**config.mk**
```make
export PLATFORM = sky130hd
export DESIGN_NAME = spt_mulw
export DESIGN_NICKNAME = d
export VERILOG_FILES = /design/src/design/spt_pkg.sv /design/src/design/spt_mulw.sv
export SDC_FILE = /design/constraint.sdc
export NUM_CORES = 2
export LEC_CHECK = 0
export ABC_AREA = 1
export BUFFER_PORTS_ARGS = -buffer_cell sky130_fd_sc_hd__buf_2
export CORE_AREA = 10 10 326 265
export CTS_CLUSTER_SIZE = 25
export DETAILED_ROUTE_END_ITERATION = 10
export DIE_AREA = 0 0 336 275
export GPL_TIMING_DRIVEN = 0
export PLACE_DENSITY = 0.59
export SYNTH_ARGS = -nofsm -noshare
export SYNTH_HDL_FRONTEND = slang
export SYNTH_SLANG_ARGS = --single-unit
export TNS_END_PERCENT = 10
```
**constraint.sdc**
```tcl
create_clock -name i_clk -period 9 [get_ports i_clk]
set_input_delay 0.45 -clock i_clk [delete_from_list [all_inputs] [get_ports i_clk]]
set_output_delay 0.45 -clock i_clk [all_outputs]
set_load 0.02 [all_outputs]
```
**src/design/spt_pkg.sv**
```systemverilog
`timescale 1ns / 1ps

package spt_pkg;

    // Port widths
    localparam int ADC_W  = 24;
    localparam int KW     = 16;
    localparam int TW     = 16;
    localparam int CFG_IW = 3;

    // Calibration register indexes
    localparam logic [CFG_IW-1:0] CFG_K4 = 3'd0;
    localparam logic [CFG_IW-1:0] CFG_K3 = 3'd1;
    localparam logic [CFG_IW-1:0] CFG_K2 = 3'd2;
    localparam logic [CFG_IW-1:0] CFG_K1 = 3'd3;
    localparam logic [CFG_IW-1:0] CFG_K0 = 3'd4;

    // Scaled coefficient widths: c3 = 8*k3*S, c2 = 4*k2*S^2, c1 = 2*k1*S^3, c0 = 3e4*k0*S^3
    localparam int C3W = 36;
    localparam int C2W = 52;
    localparam int C1W = 67;
    localparam int C0W = 85;

    localparam logic [16:0] SCALE  = 17'd100000;
    localparam logic [18:0] C0_MUL = 19'd30000;

    // Partial product chunk width of the wide multiplier
    localparam int MUL_CW = 24;

    // Divider: quotient bits, remainder width, denominator 2e19, limit 32768 * 2e19
    localparam int          QW  = 16;
    localparam int          RW  = 80;
    localparam logic [64:0] DEN = 65'd20000000000000000000;
    localparam logic [79:0] LIM = 80'd655360000000000000000000;

    localparam logic signed [TW-1:0] TEMP_MAX = 16'sh7FFF;
    localparam logic signed [TW-1:0] TEMP_MIN = 16'sh8000;

    typedef struct packed {
        logic [KW-1:0]  k4;
        logic [C3W-1:0] c3;
        logic [C2W-1:0] c2;
        logic [C1W-1:0] c1;
        logic [C0W-1:0] c0;
    } t_coef;

endpackage

```
**src/design/spt_mulw.sv**
```systemverilog
`timescale 1ns / 1ps

module spt_mulw #(
    parameter int AW = 16,
    parameter int WI = 38,
    parameter int WO = 55
) (
    input  logic                 i_clk,
    input  logic                 i_rst_n,
    input  logic                 i_en,
    input  logic                 i_valid,
    input  logic signed [WI-1:0] i_x,
    input  logic [AW-1:0]        i_a,
    input  logic signed [WO-1:0] i_add,
    output logic                 o_valid,
    output logic signed [WO-1:0] o_y,
    output logic [AW-1:0]        o_a
);
    import spt_pkg::*;

    localparam int NC = (WI + MUL_CW - 1) / MUL_CW;
    localparam int XW = NC * MUL_CW;
    localparam int PW = MUL_CW + AW + 1;

    logic signed [XW-1:0]     w_xe;
    logic signed [MUL_CW:0]   w_xs [NC];
    logic signed [PW-1:0]     n_pp [NC];
    logic signed [PW-1:0]     r_pp [NC];
    logic signed [WO-1:0]     n_y;
    logic signed [WO-1:0]     r_y;
    logic [AW-1:0]            r_a1, r_a2;
    logic                     r_v1, r_v2;

    assign w_xe = XW'(i_x);

    // Low chunks are unsigned, the top chunk carries the sign
    always_comb begin
        for (int j = 0; j < NC; j++) begin
            if (j == NC - 1) begin
                w_xs[j] = {w_xe[XW-1], w_xe[j*MUL_CW +: MUL_CW]};
            end else begin
                w_xs[j] = {1'b0, w_xe[j*MUL_CW +: MUL_CW]};
            end
            n_pp[j] = PW'(w_xs[j]) * PW'($signed({1'b0, i_a}));
        end
    end

    // Sum the shifted partial products together with the coefficient
    always_comb begin
        n_y = i_add;
        for (int j = 0; j < NC; j++) begin
            n_y = n_y + (WO'(r_pp[j]) <<< (j * MUL_CW));
        end
    end

    always_ff @(posedge i_clk) begin
        if (!i_rst_n) begin
            r_v1 <= 1'b0;
            r_v2 <= 1'b0;
        end else if (i_en) begin
            r_v1 <= i_valid;
            r_v2 <= r_v1;
        end
    end

    always_ff @(posedge i_clk) begin
        if (i_en) begin
            r_pp <= n_pp;
            r_a1 <= i_a;
            r_y  <= n_y;
            r_a2 <= r_a1;
        end
    end

    assign o_valid = r_v2;
    assign o_y     = r_y;
    assign o_a     = r_a2;

endmodule

```
==> out/qor.yml <==
floorplan:
  start_util: 0.397
  dieHeight_um: 275
  core_area_um2: 79800
  num_rows: 93
  dieWidth_um: 336
  io-pin-count: 185
  die_area_um2: 92400
layout:
  final_util: 0.431
  final_cell_area_um2: 34400
  nFillCells: 8323
  seq_area_um2: 4780
  nets: 5243
  drive_gt1_frac: 0.0576
  multi_input_area_um2: 22200
  syn2layout_area_growth_pct: 8.46
route:
  first_pass_iters: 5
  post_drt_wl_per_cell_um: 18.6
  drc: 0
  num_vias: 26000
  drtIter0Drc: 2053
  vias_per_cell: 4.82
  ant_nets: 0
  wirelength_um: 100000
timing:
  fin_skew_ns: 0.0144
  finalHoldViolations: 0
  fin_crit_sh: 0.776
  rsz0062_at_grt: "no"
  setup_viol: 0
  slew_headroom: 0.150
  setup_tns_ns: 0
  tightest_slew_ns: 1.27
  slew_viol_final: 0
  hold_ws_ns: 0.158
  min_period_ns: 6.98
  max_freq_mhz: 143
synthesis:
  synth_top_flop_cell: "edfxtp_1"
  async_flop_share: 0
  yosysSeqAreaShare: 0.151
  syn_avg_cell_area_um2: 7.62
  synth_seq_cells: 160
  syn_area_um2: 31700
  yosysUniqueCellTypes: 38
  synth_edf_count: 158
  synthTopCellsByArea: "fa_1 (31%), nand2_1 (15%), edfxtp_1 (15%)"
  synth.largest_area_cell: "fa_1"
  yosysTopAreaCellShare: 0.309
  synthCells: 4159
  syn_nets: 5076
  synth-warning-count: 0
placed_design:
  gp_congestion: 0.966
  numPortBuffers: 147
  placed_area_um2: 33800
  dp_hpwl_um: 85000
worst_setup_path:
  cp.required_ns: 9.21
  cp-end-kind: "flop"
  start_kind: "input pin"
  cp_max_fo: 10
  criticalPathCategory: "in -> reg"
  crit_arrival_ns: 7.19
clock_tree:
  cts_setup_buffers: 0
  ctsResizeCount: 0
  ctsHoldBuffers: 0
  clkLatencyLatePin_ns: 0.49
  path_clk_slew_ns: 0.07
  htreeDepth: 4
  cts-root-buf: "clkbuf_16"
  tritoncts.num_buffers: 17
  cts_tree: "yes"
  clockBufferDepth: 2
  numClockSinks: 160
run:
  drv_cap: 0
global_route:
  grt.total_usage: 0.223
  grt_pass1_vias: 26200
  grt_pass1_wl_um: 156000
  grt_max_degree: 91
  overflow: 0
  antenna_found_initial: 1
status:
  status: "finished clean"
hold_path:
  worstHoldPathType: "in -> reg"
layout by cell type, fill, tap and decap left out, types with 4 or more instances in the layout:
cell,Yosys,layout
nor3_1,21,21
inv_8,0,4
a21oi_1,105,105
clkbuf_1,133,133
buf_2,0,146
clkbuf_16,0,17
inv_1,1105,1105
nor2_1,182,182
a21o_1,11,11
nand4_1,21,21
o21bai_1,11,11
fa_1,489,489
clkinv_2,0,4
xnor2_1,15,15
nand3_1,110,110
nor2_4,5,5
or2_2,14,14
o21ai_0,36,36
buf_1,6,6
o21a_1,5,5
inv_2,8,8
nand3b_1,5,5
xor2_1,61,61
nand2_1,1275,1275
nand2_2,13,13
nor2_2,19,19
edfxtp_1,158,158
ha_1,315,315
nand3_2,6,6
and2_1,6,6
layer usage:
| metal | vias up | wire (um) | GRT usage |
|---|---|---|---|
| met5 | - | 10 | 0 |
| met4 | 2 | 1930 | 0.0483 |
| met3 | 111 | 9580 | 0.0570 |
| met2 | 933 | 41900 | 0.336 |
| met1 | 12400 | 47000 | 0.318 |
| li1 | 12500 | - | - |
worst max-delay path, cell delays in order:
cell      delay (ns)
buf_2           0.11
clkbuf_1        0.94
clkbuf_1        0.69
nand2_1         0.17
fa_1            0.57
inv_1           0.05
fa_1            0.47
fa_1            0.59
fa_1            0.49
fa_1            0.51
inv_1           0.05
fa_1            0.50
inv_1           0.05
ha_1            0.36
a21oi_1         0.23
o21ai_0         0.18
a21oi_1         0.17
nand3_1         0.22
nand2_1         0.14
nand2_1         0.06
nand2_1         0.06
nand2_1         0.11
Yosys cell counts, drive strengths merged (2+ instances only):
cell / instances
nor4: 3
a21oi: 105
o21ai: 39
fa: 489
xor2: 61
buf: 6
o211ai: 4
xnor2: 15
nand4: 21
edfxtp: 158
or2: 16
and2: 7
clkbuf: 133
nand3: 116
nand2: 1288
nand3b: 5
inv: 1113
a21o: 11
nor2: 206
a21boi: 3
ha: 315
and3: 2
nor3: 24
o21bai: 11
dfxtp: 2
o21a: 5
state kept, by name, summed over array words and instances (netlist names):
signal / cells
o_valid: 1
r_pp: 71
o_y: 55
r_a1: 16
o_a: 16
r_v1: 1
kinds of logic (layout without fill, tap and decap cells):
group | count (synthesis) | in the layout | share of synthesized area
adders and majority gates | 804 | 804 | 0.433
DFF | 160 | 160 | 0.151
and+or+nand+nor | 1688 | 1688 | 0.215
other | 0 | 1 | 0
xor gates and xnor gates | 76 | 76 | 0.0210
AOI/OAI and AO/OA | 179 | 179 | 0.0312
buffers and inverters | 1252 | 1432 | 0.148
area by class of cell:
class / instances / share of cell area
diodes: 1 / 0.0000728
plain buffers: 139 / 0.0152
clock buffers: 17 / 0.0124
clock inverters: 15 / 0.00513
inverters: 1113 / 0.122
multi-input cells: 2747 / 0.646
flip-flops and latches: 160 / 0.139
well taps: 1045 / 0.0380
repair buffers: 148 / 0.0224
worst paths after layout:
path	start	end	slack (ns)	depth (start not counted)
worst min register to register	r_a1[12]	o_a[12]	0.42	0
worst max-delay path	i_a[7]	r_pp[80]	2.02	22
worst min-delay path	i_a[13]	r_a1[13]	0.16	1
worst max register to register	r_pp[42]	o_y[53]	6.27	12
through the flow:
step	worst slack, ns	cells
floorplan	3.36	4159
global placement	1.57	5351
detailed placement	1.55	5352
CTS	2.08	5384
global route	1.66	5384
finish	2.02	5385
Power is not shown: default switching activity piles up to over one toggle a cycle in this logic, so the estimate is an artifact.
