===== src/design/spt_pkg.sv =====
`timescale 1ns / 1ps

package spt_pkg;

    // Port widths
    localparam int ADC_W  = 24;
    localparam int KW     = 16;
    localparam int TW     = 16;
    localparam int CFG_IW = 3;

    // Calibration register indexes
    localparam logic [CFG_IW-1:0] CFG_K4 = 3'd0;
    localparam logic [CFG_IW-1:0] CFG_K3 = 3'd1;
    localparam logic [CFG_IW-1:0] CFG_K2 = 3'd2;
    localparam logic [CFG_IW-1:0] CFG_K1 = 3'd3;
    localparam logic [CFG_IW-1:0] CFG_K0 = 3'd4;

    // Scaled coefficient widths: c3 = 8*k3*S, c2 = 4*k2*S^2, c1 = 2*k1*S^3, c0 = 3e4*k0*S^3
    localparam int C3W = 36;
    localparam int C2W = 52;
    localparam int C1W = 67;
    localparam int C0W = 85;

    localparam logic [16:0] SCALE  = 17'd100000;
    localparam logic [18:0] C0_MUL = 19'd30000;

    // Partial product chunk width of the wide multiplier
    localparam int MUL_CW = 24;

    // Divider: quotient bits, remainder width, denominator 2e19, limit 32768 * 2e19
    localparam int          QW  = 16;
    localparam int          RW  = 80;
    localparam logic [64:0] DEN = 65'd20000000000000000000;
    localparam logic [79:0] LIM = 80'd655360000000000000000000;

    localparam logic signed [TW-1:0] TEMP_MAX = 16'sh7FFF;
    localparam logic signed [TW-1:0] TEMP_MIN = 16'sh8000;

    typedef struct packed {
        logic [KW-1:0]  k4;
        logic [C3W-1:0] c3;
        logic [C2W-1:0] c2;
        logic [C1W-1:0] c1;
        logic [C0W-1:0] c0;
    } t_coef;

endpackage


===== src/design/spt_coef.sv =====
`timescale 1ns / 1ps

module spt_coef (
    input  logic                      i_clk,
    input  logic                      i_rst_n,
    input  logic                      i_cfg_we,
    input  logic [spt_pkg::CFG_IW-1:0] i_cfg_idx,
    input  logic [spt_pkg::KW-1:0]     i_cfg_data,
    output spt_pkg::t_coef            o_coef
);
    import spt_pkg::*;

    logic [KW-1:0]  r_k4, r_k3, r_k2, r_k1, r_k0;
    logic [32:0]    r_k2s, r_k1s, r_k0s;
    logic [49:0]    r_k1s2, r_k0s2;
    logic [65:0]    r_k0s3;
    logic [C3W-1:0] r_c3;
    logic [C2W-1:0] r_c2;
    logic [C1W-1:0] r_c1;
    logic [C0W-1:0] r_c0;

    always_ff @(posedge i_clk) begin
        if (!i_rst_n) begin
            r_k4   <= '0;
            r_k3   <= '0;
            r_k2   <= '0;
            r_k1   <= '0;
            r_k0   <= '0;
            r_k2s  <= '0;
            r_k1s  <= '0;
            r_k0s  <= '0;
            r_k1s2 <= '0;
            r_k0s2 <= '0;
            r_k0s3 <= '0;
            r_c3   <= '0;
            r_c2   <= '0;
            r_c1   <= '0;
            r_c0   <= '0;
        end else begin
            if (i_cfg_we) begin
                unique case (i_cfg_idx)
                    CFG_K4:  r_k4 <= i_cfg_data;
                    CFG_K3:  r_k3 <= i_cfg_data;
                    CFG_K2:  r_k2 <= i_cfg_data;
                    CFG_K1:  r_k1 <= i_cfg_data;
                    CFG_K0:  r_k0 <= i_cfg_data;
                    default: ;
                endcase
            end
            // One power of the scale per cycle; c0 settles last, through r_k0s, r_k0s2 and r_k0s3
            r_c3   <= {33'(r_k3) * 33'(SCALE), 3'b000};
            r_k2s  <= 33'(r_k2) * 33'(SCALE);
            r_c2   <= {50'(r_k2s) * 50'(SCALE), 2'b00};
            r_k1s  <= 33'(r_k1) * 33'(SCALE);
            r_k1s2 <= 50'(r_k1s) * 50'(SCALE);
            r_c1   <= {66'(r_k1s2) * 66'(SCALE), 1'b0};
            r_k0s  <= 33'(r_k0) * 33'(SCALE);
            r_k0s2 <= 50'(r_k0s) * 50'(SCALE);
            r_k0s3 <= 66'(r_k0s2) * 66'(SCALE);
            r_c0   <= 85'(r_k0s3) * 85'(C0_MUL);
        end
    end

    assign o_coef.k4 = r_k4;
    assign o_coef.c3 = r_c3;
    assign o_coef.c2 = r_c2;
    assign o_coef.c1 = r_c1;
    assign o_coef.c0 = r_c0;

endmodule


===== config.mk =====
export PLATFORM = sky130hd
export DESIGN_NAME = spt_coef
export DESIGN_NICKNAME = d
export VERILOG_FILES = /design/src/design/spt_pkg.sv /design/src/design/spt_coef.sv
export SDC_FILE = /design/constraint.sdc
export NUM_CORES = 2
export LEC_CHECK = 0
export ABC_AREA = 1
export BUFFER_PORTS_ARGS = -buffer_cell sky130_fd_sc_hd__buf_4
export CORE_UTILIZATION = 41
export CTS_CLUSTER_DIAMETER = 200
export CTS_CLUSTER_SIZE = 30
export DETAILED_ROUTE_END_ITERATION = 10
export SLEW_MARGIN = 40
export SYNTH_ARGS = -nofsm -noshare
export SYNTH_HDL_FRONTEND = slang
export SYNTH_SLANG_ARGS = --single-unit

===== constraint.sdc =====
create_clock -name i_clk -period 6.6 [get_ports i_clk]
set_clock_uncertainty 0.2 [all_clocks]
set_input_delay 0.66 -clock i_clk [delete_from_list [all_inputs] [get_ports i_clk]]
set_output_delay 0.66 -clock i_clk [all_outputs]
set_load 0.01 [all_outputs]

==> run_results.csv <==
group,metric,value,unit
status,status,"completed",
setup_path,critPathArrivalTime,5.63,ns
detailed_routing,wl_per_cell,15.6,µm
detailed_routing,wl_met3,5890,µm
clock_network,cts_setup_buffers,0,
place,dp.cells,11900,
logic_synthesis,synth_edf_count,0,
final_layout,fillers,18100,
clock_network,cts.sinks,476,
detailed_routing,wirelength,187000,µm
final_layout,area_growth_syn_to_layout,6.38,%
detailed_routing,vias,57400,
die,core,179000,µm²
global_route,grt_use_total,20.8,%
final_layout,multi_input_area,55400,µm²
clock_network,cts_made_buffers,19,
final_layout,nNetsFinal,12000,
timing,hold_ws,0.153,ns
timing,slew_headroom,36.7,%
logic_synthesis,synth_ff_type,"dfxtp_1",
setup_path,critPathKind,"reg2reg",
detailed_routing,drt_iter0_drc,2931,
timing,fin_crit_sh,80.0,%
timing,maxClockFrequency,189,MHz
timing,fin_crit,5.28,ns
timing,hold_violations,0,
logic_synthesis,synth_top_area_share,26.2,%
setup_path,max_stage_delay,0.57,ns
die,die-width,427,µm
final_layout,diodes,0,
setup_path,cp_cell_sequence,"inv_1 -> fa_1 -> inv_1 -> fa_1 -> fa_1 -> inv_1 -> fa_1 -> inv_1 -> fa_1 -> ha_1 -> nand2_1 -> nor2_2 -> nand2_1 -> nor3_1 -> nand3_1 -> nand3_1 -> nand2_1 -> nand2_1 -> nor2_1",
place,dpl_cell_area,78200,µm²
setup_path,critPathTopFamily,"adder cells",
hold_path,hp-class,"in2reg",
setup_path,endpoint_kind,"flop",
die,num_rows,155,
clock_network,path_clk_slew,0.13,ns
logic_synthesis,syn_avg_cell_area,7.86,µm²
logic_synthesis,netlist_instances,9414,
setup_path,reg2reg_slack,1.32,ns
setup_path,cp_common_cell,"fa_1",
final_layout,instances_no_fill,12000,
timing,drv_slew,0,
final_layout,final_common_cell,"inv_1",
clock_network,cts.htree.levels,1,
global_route,grt_pass1_wl,308000,µm
final_layout,final_cell_mix,"2271 x inv_1, 1715 x nand2_1, 1384 x ha_1",
detailed_routing,dr_wl_met2,85700,µm
place,portBuffers,218,
detailed_routing,firstDrtPassIters,6,
setup_path,crit_buf_inv,4,
setup_path,slowest_stage,"fa_1",
global_route,antenna_found_initial,0,
logic_synthesis,ys_top_cells_by_area,"fa_1 26%, ha_1 23%, dfxtp_1 13%",
logic_synthesis,yosysTopAreaCell,"fa_1",
global_route,grt_start_max_net_pins,150,
clock_network,clockRootBuffer,"clkbuf_16",
clock_network,clkLatencyLatePin,0.64,ns
final_layout,seq_area,9530,µm²
die,initial_core_util,41.4,%
global_route,first_global_vias,59500,
final_layout,final_area,78700,µm²
logic_synthesis,synth-seq-cells,476,
detailed_routing,maxUsedRoutingLayer,"met4",
place,place_congestion,0.932,
logic_synthesis,seq_area_frac_synth,12.9,%
clock_network,cts_resized,0,
die,pin_count,278,
clock_network,clock_path_buffers,3,
timing,setup_tns,0,ns
setup_path,start_kind,"flop",
logic_synthesis,netlist_area,74000,µm²
die,die_area,182000,µm²
detailed_routing,wl_met1,91900,µm
detailed_routing,routed_via_density,4.80,
timing,grt_setup_unrepaired,"no",
global_route,gr-total-overflow,0,
detailed_routing,ant_nets,0,
setup_path,path_max_fanout,5,
flow_run,cap_violations,0,
logic_synthesis,synth_cell_types,43,
die,die_y,427,µm
clock_network,cts_tree,"yes",
timing,worstMarginPinSlew,0.950,ns
detailed_routing,drc,0,
timing,setup_viol,0,
final_layout,drive_gt1_share,3.93,%
logic_synthesis,yosysWarnings,0,
clock_network,holdBufCountCts,0,
setup_path,critPathRequiredTime,6.96,ns
place,dp_hpwl,165000,µm
logic_synthesis,synthArstFlopShare,0,%
==> area by class of cell <==
type,count,share of cell area [%]
sequential,476,12.1
multi-input combinational,6582,70.4
timing repair buffer,227,2.21
tap,2355,3.74
clock buffer,21,0.639
inverter,2292,10.9
==> flip-flops by register name, summed over array words and instances, names as in the netlist, 40 cells and up <==
| signal | flops |
|---|---|
| r_k0s3 | 51 |
| r_c0 | 62 |
| r_k1s2 | 40 |
| r_c2 | 40 |
| r_c1 | 51 |
| r_k0s2 | 40 |
==> synthesized netlist by cell type (2+ instances only) <==
cell type,number
xor2_1,17
and2_1,3
a31oi_1,14
inv_2,19
nand4_1,25
dfxtp_1,476
nor4_1,8
a21oi_1,587
nand2_1,1715
o21ai_2,8
a21o_1,27
nand2_2,21
nor2_2,41
clkinv_1,2
buf_1,3
nand3_2,18
o21ai_0,356
and3_1,6
fa_1,968
nor2_4,8
nand3b_1,9
buf_2,12
o211ai_1,8
a21boi_0,9
nor3_1,74
clkbuf_1,48
nor3b_1,2
xnor2_1,18
nor3_2,7
o21bai_1,34
or2_1,2
or2_2,3
nand3_1,252
buf_4,59
o21a_1,27
nor2_1,857
inv_1,2271
ha_1,1384
o21ai_1,12
==> path summary, 6_finish.rpt <==
check,start,endpoint,cells after the start
worst max register to register,r_k0s3[26],r_c0[70],19
worst min register to register,r_k3[1],r_c3[9],2
worst min-delay path,i_cfg_data[12],r_k2[12],3
worst max-delay path,r_k0s3[26],r_c0[70],19
==> routing by layer <==
metal	up-vias	GRT usage [%]
li1	29300	-
met1	27000	29.3
met2	900	35.1
met3	140	1.29
met4	0	3.87
met5	-	0
==> per-stage QoR <==
step	util (%)	setup WS (ns)
2_1_floorplan	-	1.97
3_3_place_gp	43.7	1.36
3_5_place_dp	43.7	1.31
4_1_cts	44.0	1.29
5_1_grt	44.0	0.882
6_report	44.0	1.32
==> logic make-up (layout without fill, tap and decap cells) <==
family / Yosys count / count (layout) / synth area share, %
AO/OA/AOI/OAI: 1085 / 1085 / 7.78
XOR/XNOR: 35 / 35 / 0.414
adder cells (fa/ha/maj): 2352 / 2352 / 49.6
buffers and inverters: 2414 / 2540 / 12.6
flip-flops: 476 / 476 / 12.9
other: 1 / 59 / 0.00507
AND/OR/NAND/NOR: 3051 / 3051 / 16.7
==> worst reg2reg max path: stages (launching register included) <==
cell	delay [ns]
dfxtp_1	0.50
inv_1	0.18
fa_1	0.57
inv_1	0.05
fa_1	0.45
fa_1	0.50
inv_1	0.05
fa_1	0.50
inv_1	0.06
fa_1	0.46
ha_1	0.40
nand2_1	0.13
nor2_2	0.19
nand2_1	0.15
nor3_1	0.38
nand3_1	0.13
nand3_1	0.12
nand2_1	0.06
nand2_1	0.06
nor2_1	0.05
Power is not shown: default switching activity piles up to over one toggle a cycle in this logic, so the estimate is an artifact.
