$ cat src/design/spt_pkg.sv
`timescale 1ns / 1ps

package spt_pkg;

    // Port widths
    localparam int ADC_W  = 24;
    localparam int KW     = 16;
    localparam int TW     = 16;
    localparam int CFG_IW = 3;

    // Calibration register indexes
    localparam logic [CFG_IW-1:0] CFG_K4 = 3'd0;
    localparam logic [CFG_IW-1:0] CFG_K3 = 3'd1;
    localparam logic [CFG_IW-1:0] CFG_K2 = 3'd2;
    localparam logic [CFG_IW-1:0] CFG_K1 = 3'd3;
    localparam logic [CFG_IW-1:0] CFG_K0 = 3'd4;

    // Scaled coefficient widths: c3 = 8*k3*S, c2 = 4*k2*S^2, c1 = 2*k1*S^3, c0 = 3e4*k0*S^3
    localparam int C3W = 36;
    localparam int C2W = 52;
    localparam int C1W = 67;
    localparam int C0W = 85;

    localparam logic [16:0] SCALE  = 17'd100000;
    localparam logic [18:0] C0_MUL = 19'd30000;

    // Partial product chunk width of the wide multiplier
    localparam int MUL_CW = 24;

    // Divider: quotient bits, remainder width, denominator 2e19, limit 32768 * 2e19
    localparam int          QW  = 16;
    localparam int          RW  = 80;
    localparam logic [64:0] DEN = 65'd20000000000000000000;
    localparam logic [79:0] LIM = 80'd655360000000000000000000;

    localparam logic signed [TW-1:0] TEMP_MAX = 16'sh7FFF;
    localparam logic signed [TW-1:0] TEMP_MIN = 16'sh8000;

    typedef struct packed {
        logic [KW-1:0]  k4;
        logic [C3W-1:0] c3;
        logic [C2W-1:0] c2;
        logic [C1W-1:0] c1;
        logic [C0W-1:0] c0;
    } t_coef;

endpackage

$ cat src/design/spt_div.sv
`timescale 1ns / 1ps

module spt_div #(
    parameter int WN = 119
) (
    input  logic                        i_clk,
    input  logic                        i_rst_n,
    input  logic                        i_valid,
    input  logic signed [WN-1:0]        i_num,
    output logic                        o_hold,
    output logic                        o_valid,
    input  logic                        i_stall,
    output logic signed [spt_pkg::TW-1:0] o_temp_centi,
    output logic                        o_clipped
);
    import spt_pkg::*;

    localparam int NS  = QW + 3;
    localparam int FMT = QW + 2;
    localparam int CMW = (WN > RW) ? WN : RW;

    logic [NS-1:0]        r_v;
    logic                 w_en;
    logic                 w_ofree;

    logic [WN-1:0]        r_mag0;
    logic                 r_neg0;
    logic [RW-1:0]        r_rem   [QW+1];
    logic [QW-1:0]        r_q     [QW+1];
    logic                 r_negs  [QW+1];
    logic                 r_clips [QW+1];

    logic                 w_inexact;
    logic [QW-1:0]        w_qq;
    logic signed [TW-1:0] r_fres;
    logic                 r_fclip;

    logic                 r_ov, r_sv;
    logic signed [TW-1:0] r_ot, r_st;
    logic                 r_oc, r_sc;

    // The whole pipe advances unless the skid register holds an item
    assign w_en    = ~r_sv;
    assign w_ofree = ~r_ov | ~i_stall;

    always_ff @(posedge i_clk) begin
        if (!i_rst_n) begin
            r_v <= '0;
        end else if (w_en) begin
            r_v <= {r_v[NS-2:0], i_valid};
        end
    end

    // Sign and magnitude, then range check against 32768 * 2e19
    always_ff @(posedge i_clk) begin
        if (w_en) begin
            r_neg0     <= i_num[WN-1];
            r_mag0     <= i_num[WN-1] ? $unsigned(-i_num) : $unsigned(i_num);
            r_negs[0]  <= r_neg0;
            r_clips[0] <= r_neg0 ? (CMW'(r_mag0) >  CMW'(LIM))
                                 : (CMW'(r_mag0) >= CMW'(LIM));
            r_rem[0]   <= RW'(r_mag0);
            r_q[0]     <= '0;
        end
    end

    // Restoring division, one quotient bit per stage
    for (genvar k = 0; k < QW; k++) begin : g_bit
        localparam int B = QW - 1 - k;
        logic [RW:0] w_trial;

        assign w_trial = {1'b0, r_rem[k]} - ((RW + 1)'(DEN) << B);

        always_ff @(posedge i_clk) begin
            if (w_en) begin
                r_rem[k+1]   <= w_trial[RW] ? r_rem[k] : w_trial[RW-1:0];
                r_q[k+1]     <= w_trial[RW] ? r_q[k] : (r_q[k] | (QW'(1) << B));
                r_negs[k+1]  <= r_negs[k];
                r_clips[k+1] <= r_clips[k];
            end
        end
    end

    // Floor of a negative value rounds the magnitude up
    assign w_inexact = |r_rem[QW];
    assign w_qq      = r_q[QW] + QW'(w_inexact);

    always_ff @(posedge i_clk) begin
        if (w_en) begin
            r_fclip <= r_clips[QW];
            if (r_clips[QW]) begin
                r_fres <= r_negs[QW] ? TEMP_MIN : TEMP_MAX;
            end else if (r_negs[QW]) begin
                r_fres <= $signed(TW'(QW'(0) - w_qq));
            end else begin
                r_fres <= $signed(TW'(r_q[QW]));
            end
        end
    end

    // Output register with a skid entry behind it
    always_ff @(posedge i_clk) begin
        if (!i_rst_n) begin
            r_ov <= 1'b0;
            r_sv <= 1'b0;
        end else if (r_sv) begin
            if (w_ofree) begin
                r_ov <= 1'b1;
                r_sv <= 1'b0;
            end
        end else if (w_ofree) begin
            r_ov <= r_v[FMT];
        end else if (r_v[FMT]) begin
            r_sv <= 1'b1;
        end
    end

    always_ff @(posedge i_clk) begin
        if (r_sv) begin
            if (w_ofree) begin
                r_ot <= r_st;
                r_oc <= r_sc;
            end
        end else if (w_ofree) begin
            r_ot <= r_fres;
            r_oc <= r_fclip;
        end else begin
            r_st <= r_fres;
            r_sc <= r_fclip;
        end
    end

    assign o_hold       = r_sv;
    assign o_valid      = r_ov;
    assign o_temp_centi = r_ot;
    assign o_clipped    = r_oc;

    a_skid_behind_out: assert property (@(posedge i_clk) disable iff (!i_rst_n)
        r_sv |-> r_ov)
        else $error("skid entry held without a valid output item");

    a_skid_drains: assert property (@(posedge i_clk) disable iff (!i_rst_n)
        r_sv && !i_stall |=> !r_sv)
        else $error("skid entry not drained after output was taken");

    a_pos_quot_range: assert property (@(posedge i_clk) disable iff (!i_rst_n)
        r_v[QW+1] && !r_clips[QW] && !r_negs[QW] |-> !r_q[QW][QW-1])
        else $error("positive quotient exceeds output range without clip");

    a_neg_quot_range: assert property (@(posedge i_clk) disable iff (!i_rst_n)
        r_v[QW+1] && !r_clips[QW] && r_negs[QW] && r_q[QW][QW-1]
            |-> (r_q[QW][QW-2:0] == '0) && (r_rem[QW] == '0))
        else $error("negative quotient exceeds output range without clip");

endmodule

$ cat config.mk
export PLATFORM = sky130hd
export DESIGN_NAME = spt_div
export DESIGN_NICKNAME = d
export VERILOG_FILES = /design/src/design/spt_pkg.sv /design/src/design/spt_div.sv
export SDC_FILE = /design/constraint.sdc
export NUM_CORES = 2
export LEC_CHECK = 0
export BUFFER_PORTS_ARGS = -buffer_cell sky130_fd_sc_hd__buf_2
export CAP_MARGIN = 10
export CORE_MARGIN = 2
export CORE_UTILIZATION = 53
export CTS_CLUSTER_SIZE = 12
export DETAILED_ROUTE_END_ITERATION = 6
export GPL_ROUTABILITY_DRIVEN = 1
export PLACE_DENSITY = 0.69
export SETUP_SLACK_MARGIN = 0.5
export SYNTH_ARGS = -nofsm -noshare
export SYNTH_HDL_FRONTEND = slang
export SYNTH_SLANG_ARGS = --single-unit
$ cat constraint.sdc
create_clock -name i_clk -period 75.2 [get_ports i_clk]
set_input_delay 15.04 -clock i_clk [delete_from_list [all_inputs] [get_ports i_clk]]
set_output_delay 15.04 -clock i_clk [all_outputs]
set_load 0.005 [all_outputs]
==> flow_summary.yaml <==
outcome:
  status: "completed"
critical_path:
  reg2reg_slack_ns: 69.21
  crit_type: "input port to flop"
  crit_required_ns: 75.73
  rr_worst_depth: 7
  cp_data_arrival_time_ns: 18.88
  worstSetupStartpointType: "input port"
  endpoint_kind: "flop"
  crit_fanout: 6
  r2r-start: "o_hold"
  rr_endpoint: "r_rem[0][898]"
synthesis:
  syn_area_um2: 77600
  ys_types: 89
  synthArstFlopShare_pct: 0
  ys_seq_area_share_pct: 66.4
  syn_avg_cell_area_um2: 13.1
  synth_seq_cells: 1722
  syn_inst: 5911
  yosys_warnings: 0
  synthTopCellsByCount: "1701 x edfxtp_1, 554 x nand2_1, 543 x xnor2_1, 425 x nor2_1, 389 x xor2_1"
  synth-edff-count: 1701
  synth_top_cell_area_share_pct: 65.8
  yosysTopAreaCell: "edfxtp_1"
  synth-main-ff-cell: "edfxtp_1"
  synth_most_common_cell: "edfxtp_1"
  syn-num-nets: 6070
  synth_area_leaders: "edfxtp_1 66%, xnor2_1 6.1%, xor2_1 4.4%"
timing:
  worst_pin_slew_ns: 1.20
  fmax_ghz: 0.0545
  post-route-period-util_pct: 24.4
  rsz0062_at_grt: "false"
  setup-violations-final: 0
  max-slew-margin-rel_pct: 19.5
  hold_viol: 0
  period_minus_slack_ns: 18.36
  finalSetupTns_ns: 0
  skew_ns: 0.0292
  final_max_slew_viol_count: 0
flow_run:
  drv_cap: 0
layout:
  design_area_um2: 86200
  nNetsFinal: 6322
  syn_to_final_growth_pct: 11.1
  layout-drive-gt1-share_pct: 8.51
min_path:
  hold_end: "r_rem[0][1041]"
  min_from: "r_rem[0][961]"
  whs_path_depth: 0
  hold_path.class: "flop to flop"
placement:
  io_buffers: 141
  gp_congestion: 0.898
  place_area_um2: 80700
  hpwl_um: 113000
drt:
  dr_total_vias: 46800
  firstDrtPassIters: 6
  viasPerCell: 5.71
  first_iter_violations: 3488
  route.detailed.drc: 0
  wirelength_um: 156000
  wl_per_cell_um: 19.1
  drtAntennaViolNets: 0
floorplan:
  fp.coreArea_um2: 146000
  die_x_um: 387
  start_util_pct: 53.3
  fp-row-count: 140
  io_pins: 142
  die_area_um2: 149000
  die_h_um: 387
cts:
  cts_htree_levels: 4
  clock-sinks: 1722
  cts_setup_buffers: 0
  clock-root-buffer: "clkbuf_16"
  cts_tree: "yes"
  cts_made_buffers: 180
  cts_hold_repair.buffers: 0
  cts_max_path_buffers: 3
  insertion_delay_ns: 0.81
  clk_pin_slew_worst_paths_ns: 0.05
  cts_resized: 0
grt:
  grt_start_max_net_pins: 203
  grt_pass1_vias: 46000
  grt_overflow: 0
  grt_first_pass_wirelength_um: 249000
  antenna_found_initial: 15
  grt_usage_pct: 20.9
pwr:
  powerDensity_nw_per_um2: 40.0
  p_leak_nw: 30.8
  peakVddDrop_mv: 0.0277
-- how the worst max path moves through the flow --
stage,startpoint,end,cells after the start,slack (ns)
6_report,i_num[24],r_mag0[104],9,56.85
5_1_grt,i_num[24],r_mag0[104],9,56.63
4_1_cts,i_num[24],r_mag0[104],9,56.87
3_5_place_dp,i_num[24],r_mag0[104],9,56.00
3_3_place_gp,i_num[24],r_mag0[104],9,55.96
2_1_floorplan,o_hold,r_clips[0],3,40.39
-- layout make-up --
| type | instances | area (um^2) |
|---|---|---|
| multi-input combinational | 3931 | 25100 |
| clock buffer | 222 | 4700 |
| clock inverter | 73 | 785 |
| inverter | 130 | 495 |
| fill | 11300 | 59400 |
| antenna | 6 | 15.0 |
| timing repair buffer | 198 | 1150 |
| tap | 1917 | 2400 |
| sequential | 1722 | 51500 |
-- power breakdown --
part           internal, mW  switching, mW  leakage, nW  total [mW]
registers              1.48          0.294         17.9        1.78
logic                 0.392          0.444         10.2       0.836
clock network         0.480          0.352         2.67       0.832
-- sequential cells by signal (all words and copies together), names as in the netlist --
name and count:
r_rem 1360, r_q 136, r_mag0 119, r_v 19, r_clips 17, r_negs 17
o_temp_centi 16, r_fres 16, r_st 16, o_clipped 1, o_hold 1, o_valid 1
r_fclip 1, r_neg0 1, r_sc 1
-- cells in the final DEF, fill, tap and decap left out, drive strengths merged, types with 28 or more instances in the layout --
master  synthesis  routed
buf            14     198
ha             36      36
nand2b         41      41
nand4          81      81
nor2b          45      45
nor2          425     425
a21oi         162     162
nand3b         39      39
a211oi         56      56
edfxtp       1701    1701
xor2          389     389
nor3b          36      36
nor3          233     233
inv           125     131
or4            46      46
or3           102     102
clkbuf        114     222
o21ai         238     238
and3           33      33
or2            42      42
a21o           29      29
o21a           28      28
a31oi          51      51
o211ai         29      29
xnor2         543     543
nand3         156     156
o31ai          66      66
clkinv          5      61
nor4          119     119
nand2         554     554
-- cells by family (layout without fill, tap and decap cells) --
family                   count (synthesis)  count (layout)  share of synthesized area, %
AND/OR/NAND/NOR                       2036            2036                          13.1
flip-flops                            1722            1722                          66.4
XOR/XNOR                               932             932                          10.5
AO/OA/AOI/OAI                          885             885                          7.53
buffers and inverters                  258             623                          1.28
multiplexers                            42              42                         0.573
adder cells (fa/ha/maj)                 36              36                         0.581
other                                    0               6                             0
-- per-stage QoR --
step	util (%)	power [mW]	hold WS, ns	setup WS (ns)	cells
4_1_cts	59.2	3.47	0.414	56.87	8193
3_3_place_gp	55.4	2.60	0.400	55.96	7898
2_1_floorplan	-	2.36	0.400	40.39	5911
3_5_place_dp	55.4	2.63	0.405	56.00	7898
6_report	59.2	3.44	0.405	56.85	8199
5_1_grt	59.2	3.65	0.417	56.63	8196
-- per-layer routing --
layer  track usage, %  share of wire (%)
met5                0              0.065
met4             7.21                3.0
met2             36.5                 50
met1             26.3                 42
met3             3.60                4.8
-- critical path, cell delays in order --
cell and delay, ns:
buf_2 0.15, nor4_2 0.65, inv_1 0.24, nor4b_4 0.75
nand4_1 0.45, or3_1 0.55, a21boi_0 0.62, o21ai_0 0.24
xor2_1 0.19
No activity file was read; power rests on OpenSTA's default activity.
